<file path="src/hdl/rchs_pkg.sv">
`timescale 1ns / 1ps
package rchs_pkg;

    localparam int FRAC_BITS = 16;
    localparam int NUM_W     = 52;
    localparam int DEN_W     = 33;
    localparam int QUO_W     = 32;
    localparam int IN_W      = 240;
    localparam int OUT_W     = 200;

    localparam logic signed [17:0] ONE_Q    = 18'(64'd1 << FRAC_BITS);
    localparam logic [30:0]        HALF_Q   = 31'(64'd1 << (FRAC_BITS - 1));
    localparam logic [30:0]        MAXD_RST = 31'h7FFF_FFFF;

    localparam logic [2:0] CFG_ORG_X = 3'd0;
    localparam logic [2:0] CFG_ORG_Y = 3'd1;
    localparam logic [2:0] CFG_ORG_Z = 3'd2;
    localparam logic [2:0] CFG_DIR_X = 3'd3;
    localparam logic [2:0] CFG_DIR_Y = 3'd4;
    localparam logic [2:0] CFG_DIR_Z = 3'd5;
    localparam logic [2:0] CFG_MAXD  = 3'd6;

    typedef enum logic [4:0] {
        OP_NONE, OP_LOAD, OP_SLAB_CHK, OP_DIV_LO, OP_T1_HI, OP_SLAB_UPD, OP_BOX_END,
        OP_PT_MUL, OP_PT_ADD, OP_SPH_OC, OP_DOT_MUL, OP_SQ_MUL, OP_ACC, OP_BD,
        OP_RR_MUL, OP_CC, OP_BB_MUL, OP_DISC, OP_SQRT_DISC, OP_SPH_T, OP_DF,
        OP_SQRT_SUM, OP_LEN, OP_DIV_N, OP_N_SAVE, OP_N_ZERO, OP_COMMIT, OP_EMIT
    } op_t;

    typedef enum logic [4:0] {
        S_IDLE, S_KIND, S_BOX_AX, S_WAIT_LO, S_WAIT_HI, S_BOX_NEXT, S_BOX_END,
        S_HIT_CHK, S_PT_MUL, S_PT_ADD, S_SPH_OC, S_DOT_MUL, S_DOT_ACC, S_BD,
        S_SS_MUL, S_SS_ACC, S_RR, S_CC, S_BB, S_DISC, S_DISC_CHK, S_WAIT_SQ1,
        S_DF, S_DF_MUL, S_DF_ACC, S_SQ2, S_WAIT_SQ2, S_N_START, S_WAIT_N,
        S_N_NEXT, S_COMMIT, S_EMIT
    } state_t;

    typedef struct packed {
        op_t        op;
        logic [1:0] ax;
    } cmd_t;

    typedef struct packed {
        logic is_box;
        logic dir_zero;
        logic miss;
        logic hit;
        logic last;
        logic div_busy;
        logic sqrt_busy;
        logic len_zero;
        logic out_busy;
    } sts_t;

    function automatic logic signed [31:0] sat32(input logic signed [67:0] v);
        if (v > 68'sd2147483647) return 32'sh7FFF_FFFF;
        if (v < -68'sd2147483648) return 32'sh8000_0000;
        return v[31:0];
    endfunction

endpackage

</file>
<file path="src/hdl/rchs_ctrl.sv">
`timescale 1ns / 1ps
module rchs_ctrl
    import rchs_pkg::*;
(
    input  logic aclk,
    input  logic aresetn,
    input  logic s_tvalid,
    output logic s_tready,
    input  sts_t sts,
    output cmd_t cmd
);

    state_t     state_reg, state_next;
    logic [1:0] ax_reg, ax_next;

    always_ff @(posedge aclk) begin
        if (!aresetn) begin
            state_reg <= S_IDLE;
            ax_reg    <= '0;
        end else begin
            state_reg <= state_next;
            ax_reg    <= ax_next;
        end
    end

    always_comb begin
        state_next = state_reg;
        ax_next    = ax_reg;
        cmd.op     = OP_NONE;
        cmd.ax     = ax_reg;
        s_tready   = 1'b0;
        case (state_reg)
            S_IDLE: begin
                s_tready = 1'b1;
                if (s_tvalid) begin
                    cmd.op     = OP_LOAD;
                    state_next = S_KIND;
                end
            end
            S_KIND: begin
                ax_next    = '0;
                state_next = sts.is_box ? S_BOX_AX : S_SPH_OC;
            end
            S_BOX_AX: begin
                if (sts.dir_zero) begin
                    cmd.op     = OP_SLAB_CHK;
                    state_next = S_BOX_NEXT;
                end else begin
                    cmd.op     = OP_DIV_LO;
                    state_next = S_WAIT_LO;
                end
            end
            S_WAIT_LO: if (!sts.div_busy) begin
                cmd.op     = OP_T1_HI;
                state_next = S_WAIT_HI;
            end
            S_WAIT_HI: if (!sts.div_busy) begin
                cmd.op     = OP_SLAB_UPD;
                state_next = S_BOX_NEXT;
            end
            S_BOX_NEXT: begin
                if (sts.miss || ax_reg == 2'd2) state_next = S_BOX_END;
                else begin
                    ax_next    = ax_reg + 2'd1;
                    state_next = S_BOX_AX;
                end
            end
            S_BOX_END: begin
                cmd.op     = OP_BOX_END;
                state_next = S_HIT_CHK;
            end
            S_HIT_CHK: begin
                ax_next    = '0;
                state_next = sts.hit ? S_PT_MUL : S_COMMIT;
            end
            S_PT_MUL: begin
                cmd.op     = OP_PT_MUL;
                state_next = S_PT_ADD;
            end
            S_PT_ADD: begin
                cmd.op = OP_PT_ADD;
                if (ax_reg == 2'd2) state_next = sts.is_box ? S_COMMIT : S_DF;
                else begin
                    ax_next    = ax_reg + 2'd1;
                    state_next = S_PT_MUL;
                end
            end
            S_SPH_OC: begin
                cmd.op     = OP_SPH_OC;
                ax_next    = '0;
                state_next = S_DOT_MUL;
            end
            S_DOT_MUL: begin
                cmd.op     = OP_DOT_MUL;
                state_next = S_DOT_ACC;
            end
            S_DOT_ACC: begin
                cmd.op = OP_ACC;
                if (ax_reg == 2'd2) state_next = S_BD;
                else begin
                    ax_next    = ax_reg + 2'd1;
                    state_next = S_DOT_MUL;
                end
            end
            S_BD: begin
                cmd.op     = OP_BD;
                ax_next    = '0;
                state_next = S_SS_MUL;
            end
            S_SS_MUL: begin
                cmd.op     = OP_SQ_MUL;
                state_next = S_SS_ACC;
            end
            S_SS_ACC: begin
                cmd.op = OP_ACC;
                if (ax_reg == 2'd2) state_next = S_RR;
                else begin
                    ax_next    = ax_reg + 2'd1;
                    state_next = S_SS_MUL;
                end
            end
            S_RR: begin
                cmd.op     = OP_RR_MUL;
                state_next = S_CC;
            end
            S_CC: begin
                cmd.op     = OP_CC;
                state_next = S_BB;
            end
            S_BB: begin
                cmd.op     = OP_BB_MUL;
                state_next = S_DISC;
            end
            S_DISC: begin
                cmd.op     = OP_DISC;
                state_next = S_DISC_CHK;
            end
            S_DISC_CHK: begin
                if (sts.miss) state_next = S_COMMIT;
                else begin
                    cmd.op     = OP_SQRT_DISC;
                    state_next = S_WAIT_SQ1;
                end
            end
            S_WAIT_SQ1: if (!sts.sqrt_busy) begin
                cmd.op     = OP_SPH_T;
                state_next = S_HIT_CHK;
            end
            S_DF: begin
                cmd.op     = OP_DF;
                ax_next    = '0;
                state_next = S_DF_MUL;
            end
            S_DF_MUL: begin
                cmd.op     = OP_SQ_MUL;
                state_next = S_DF_ACC;
            end
            S_DF_ACC: begin
                cmd.op = OP_ACC;
                if (ax_reg == 2'd2) state_next = S_SQ2;
                else begin
                    ax_next    = ax_reg + 2'd1;
                    state_next = S_DF_MUL;
                end
            end
            S_SQ2: begin
                cmd.op     = OP_SQRT_SUM;
                state_next = S_WAIT_SQ2;
            end
            S_WAIT_SQ2: if (!sts.sqrt_busy) begin
                cmd.op     = OP_LEN;
                ax_next    = '0;
                state_next = S_N_START;
            end
            S_N_START: begin
                if (sts.len_zero) begin
                    cmd.op     = OP_N_ZERO;
                    state_next = S_N_NEXT;
                end else begin
                    cmd.op     = OP_DIV_N;
                    state_next = S_WAIT_N;
                end
            end
            S_WAIT_N: if (!sts.div_busy) begin
                cmd.op     = OP_N_SAVE;
                state_next = S_N_NEXT;
            end
            S_N_NEXT: begin
                if (ax_reg == 2'd2) state_next = S_COMMIT;
                else begin
                    ax_next    = ax_reg + 2'd1;
                    state_next = S_N_START;
                end
            end
            S_COMMIT: begin
                cmd.op     = OP_COMMIT;
                state_next = sts.last ? S_EMIT : S_IDLE;
            end
            S_EMIT: if (!sts.out_busy) begin
                cmd.op     = OP_EMIT;
                state_next = S_IDLE;
            end
            default: state_next = S_IDLE;
        endcase
    end

    a_emit_free: assert property (@(posedge aclk) disable iff (!aresetn)
        (cmd.op == OP_EMIT) |-> !sts.out_busy) else $error("result overwritten");
    a_load_next: assert property (@(posedge aclk) disable iff (!aresetn)
        (cmd.op == OP_LOAD) |=> (state_reg == S_KIND)) else $error("load not followed");

endmodule

</file>
<file path="config.mk">
export PLATFORM = sky130hd
export DESIGN_NAME = rchs_ctrl
export DESIGN_NICKNAME = d
export VERILOG_FILES = /design/src/hdl/rchs_pkg.sv /design/src/hdl/rchs_ctrl.sv
export SDC_FILE = /design/constraint.sdc
export NUM_CORES = 1
export LEC_CHECK = 0
export ABC_AREA = 1
export BUFFER_PORTS_ARGS = -buffer_cell sky130_fd_sc_hd__buf_2
export CAP_MARGIN = 20
export CELL_PAD_IN_SITES_DETAIL_PLACEMENT = 0
export CELL_PAD_IN_SITES_GLOBAL_PLACEMENT = 2
export CORE_MARGIN = 2
export CORE_UTILIZATION = 27
export CTS_CLUSTER_DIAMETER = 80
export CTS_CLUSTER_SIZE = 40
export DETAILED_ROUTE_END_ITERATION = 8
export GPL_ROUTABILITY_DRIVEN = 0
export PLACE_DENSITY = 0.78
export SETUP_SLACK_MARGIN = 0.4
export SYNTH_ARGS = -nofsm -noshare
export SYNTH_HDL_FRONTEND = slang
export SYNTH_SLANG_ARGS = --single-unit
</file>
<file path="constraint.sdc">
create_clock -name aclk -period 2.2 [get_ports aclk]
set_clock_uncertainty 0.05 [all_clocks]
set_input_delay 0.22 -clock aclk [delete_from_list [all_inputs] [get_ports aclk]]
set_output_delay 0.22 -clock aclk [all_outputs]
set_load 0.02 [all_outputs]
</file>
==> results.py <==
metrics = {
    "yosys": {
        "ys_ff_latch": 7,
        "synth.avg_cell_area_um2": 4.990,
        "netlist_instances": 259,
        "synth-warning-count": 0,
        "synth_top_area_cell": "nand2_1",
        "ys_seq_area_share_pct": 10.84,
        "synth_area_leaders": "nand2_1, nor2_1, nand3_1",
        "synth_nets": 273,
        "synth_top_area_share_pct": 25.56,
        "yosys.cell_types.count": 27,
        "netlist_area_um2": 1292,
    },
    "worst_setup_path": {
        "rr_endpoint": "state_reg[2]",
        "worst-path-buf-inv": 2,
        "r2r_slack_ps": 450,
        "setup.worst_path.class": "flop to output pin",
        "critPathArrivalTime_ps": 1650,
        "crit_family": "simple AND/OR/NAND/NOR gates",
        "required_ps": 1930,
        "r2r-start": "state_reg[2]",
        "startpoint_type": "flop",
        "reg2reg_depth": 12,
        "crit_fanout": 9,
        "crit_chain": "nor2_4 -> inv_1 -> a221oi_1 -> nand4_1 -> buf_2",
        "critical_path.max_stage_delay_ps": 380,
        "crit_slowest_cell": "dfxtp_4",
        "worst-path-stages": 5,
        "critical_path.endpoint_type": "output pin",
    },
    "die": {
        "die-area_um2": 5357,
        "core_area_um2": 4661,
        "initial_core_util_pct": 27.73,
        "io_pins": 20,
        "rows": 25,
        "die_h_um": 73.19,
        "die_w_um": 73.19,
    },
    "drt": {
        "drt_iter0_markers": 127,
        "drc": 0,
        "top_layer": "met4",
        "vias": 1859,
        "ant_nets": 0,
        "finalWirelength_mm": 5.127,
        "dr_wl_met3_um": 350,
        "met1_length_mm": 2.178,
        "routed_via_density": 5.311,
        "wl_met2_mm": 2.438,
        "drt-pass1-iter-count": 4,
        "wl_per_cell_um": 14.65,
    },
    "global_routing": {
        "grt_max_degree": 15,
        "grt.overflow.total": 0,
        "antenna_found_initial": 0,
        "grt_usage_pct": 19.80,
        "grt_pass1_wl_mm": 8.190,
        "grt_pass1_vias": 1679,
    },
    "place": {
        "dp.cells": 332,
        "hpwl_mm": 4.003,
        "io_buffers": 19,
        "post-place-ws_ps": 245.8,
    },
    "final_layout": {
        "largest_reg_flops": 5,
        "final_nets": 311,
        "diodes": 0,
        "area_delta_synth_final_pct": 46.85,
        "nFillCells": 514,
        "layout-drive-gt1-share_pct": 32.77,
        "final_cells": 350,
        "multiInputGateArea_um2": 1214,
        "final-seq-area_um2": 156.4,
    },
    "timing": {
        "tightest_slew_ps": 388.8,
        "fmax_ghz": 0.5215,
        "fin_crit_ps": 1918,
        "setup-violations-final": 0,
        "rsz0062_at_grt": "yes",
        "tns_ps": 0,
        "period_share_pct": 87.16,
        "slew_headroom_pct": 73.88,
        "worst_slack_ps": 282.4,
        "hold_viol": 0,
        "maxSlewViolCount": 0,
    },
    "power_and_ir_drop": {
        "power.density_nw_per_um2": 575.4,
        "power.total_mw": 1.092,
        "p_leak_nw": 1.057,
        "swShare_pct": 49.10,
        "pwr-share-comb_pct": 64.4,
        "p_sw_mw": 0.5363,
        "power_frac_seq_pct": 19.4,
        "clkPwrFrac_pct": 16.2,
        "p_int_mw": 0.5559,
        "irDropWorstVdd_uv": 463.7,
    },
    "clock_network": {
        "cts.path.max_buffers": 2,
        "path_clk_slew_ps": 40,
        "cts_sinks": 7,
        "tritoncts": "done",
        "clk_latency_ps": 220,
        "cts-buffers-inserted": 3,
        "cts_root_buffer": "clkbuf_8",
        "htree_num_levels": 1,
    },
    "min_path": {
        "hold_depth": 3,
        "holdPathEnd": "state_reg[0]",
        "hold_start": "aresetn",
        "hp-class": "primary input to flop",
    },
    "job": {
        "maxCapViolations": 0,
    },
    "status": {
        "status": "finished, final reports clean",
    },
}
## worst max-delay path by stage
| stage | from | end |
|---|---|---|
| final | state_reg[1] | cmd[5] |
| after global routing | state_reg[2] | cmd[2] |
| after CTS | state_reg[3] | cmd[5] |
| after detailed placement | state_reg[1] | ax_reg[1] |
| after global placement | state_reg[1] | ax_reg[1] |
| after floorplan | state_reg[4] | cmd[3] |
## routing by layer
metal | vias to the layer above | GRT usage [%]
met5 | - | 0
met4 | 0 | 6.584
met3 | 14 | 2.348
met2 | 66 | 33.23
met1 | 844 | 26.08
li1 | 935 | -
## Yosys cell counts
master     instances
nor3_1             5
dfxtp_1            7
o21ai_0            4
buf_4              1
nor4_1             2
inv_2              1
inv_1             26
a31oi_1            1
ha_1               2
nand4_1           12
nor2_1            49
o311ai_0           1
o31ai_1            1
nand3_1           29
clkbuf_1           1
and3_1             1
buf_6              2
nor2_2             4
nand2_4            1
nand3b_1           2
o2111ai_1          1
a211oi_1           2
nand2_1           88
a221oi_1           1
a21oi_1            9
nor2_4             2
buf_2              4
## repair_timing
action                                  4_1_cts  5_1_grt
buffers inserted                             10        4
resized for setup                            45       36
endpoints found under the setup margin       13       13
hold buffers                                  0        0
pin swaps                                     6       15
## tightest hold or removal path, cell delays in order
cell and delay (ps):
buf_2 120, nand2_1 60, a21oi_1 30
## power groups by stage
| stage | Clock [mW] | Sequential (mW) | Combinational [mW] |
|---|---|---|---|
| floorplan | 0 | 0.194 | 0.385 |
| global placement | 0 | 0.190 | 0.553 |
| detailed placement | 0 | 0.189 | 0.548 |
| CTS | 0.183 | 0.205 | 0.667 |
| global route | 0.196 | 0.214 | 0.778 |
| finish | 0.177 | 0.212 | 0.703 |
## kinds of logic after synthesis
| kind of cell | share of synthesized area [%] |
|---|---|
| AND/OR/NAND/NOR | 65.92 |
| AO/OA/AOI/OAI | 9.294 |
| buffers and inverters | 12.00 |
| adder cells (fa/ha/maj) | 1.936 |
| flip-flops | 10.84 |
## layout make-up
| cell class | instances | share of cell area [%] |
|---|---|---|
| sequential | 7 | 8.240 |
| tap | 54 | 3.560 |
| multi-input combinational | 217 | 63.94 |
| clock buffer | 4 | 2.373 |
| inverter | 27 | 6.131 |
| timing repair buffer | 41 | 15.75 |
## through the flow
step                      utilization (%)  hold slack [ps]  instance area [um2]
after floorplan                         -            290.4                 1292
after global placement              31.36            436.2                 1461
after detailed placement            31.36            436.7                 1461
after CTS                           37.21            198.1                 1734
after global routing                40.72            207.7                 1898
final                               40.72            203.1                 1898
## placed cells by master (no fill, tap or decap), types with 2 or more instances in the layout
cell      netlist  routed
nand3_1        29      18
nand3b_1        2       2
ha_1            2       2
nor2_1         49      41
buf_6           2       5
o21ai_0         4       2
inv_1          26      20
inv_4           0       4
a211oi_1        2       2
dfxtp_1         7       2
a21oi_1         9       8
nor3_1          5       3
nand3_4         0       4
buf_2           4      15
nand2_4         1       5
nor2_4          2       8
inv_2           1       2
dfxtp_4         0       4
buf_4           1      19
nand2_2         0       5
clkbuf_8        0       3
nand4_1        12      12
nand2_1        88      79
nand3_2         0       7
nor3_2          0       2
nor2_2          4       6
(Power assumes the default switching activity.)
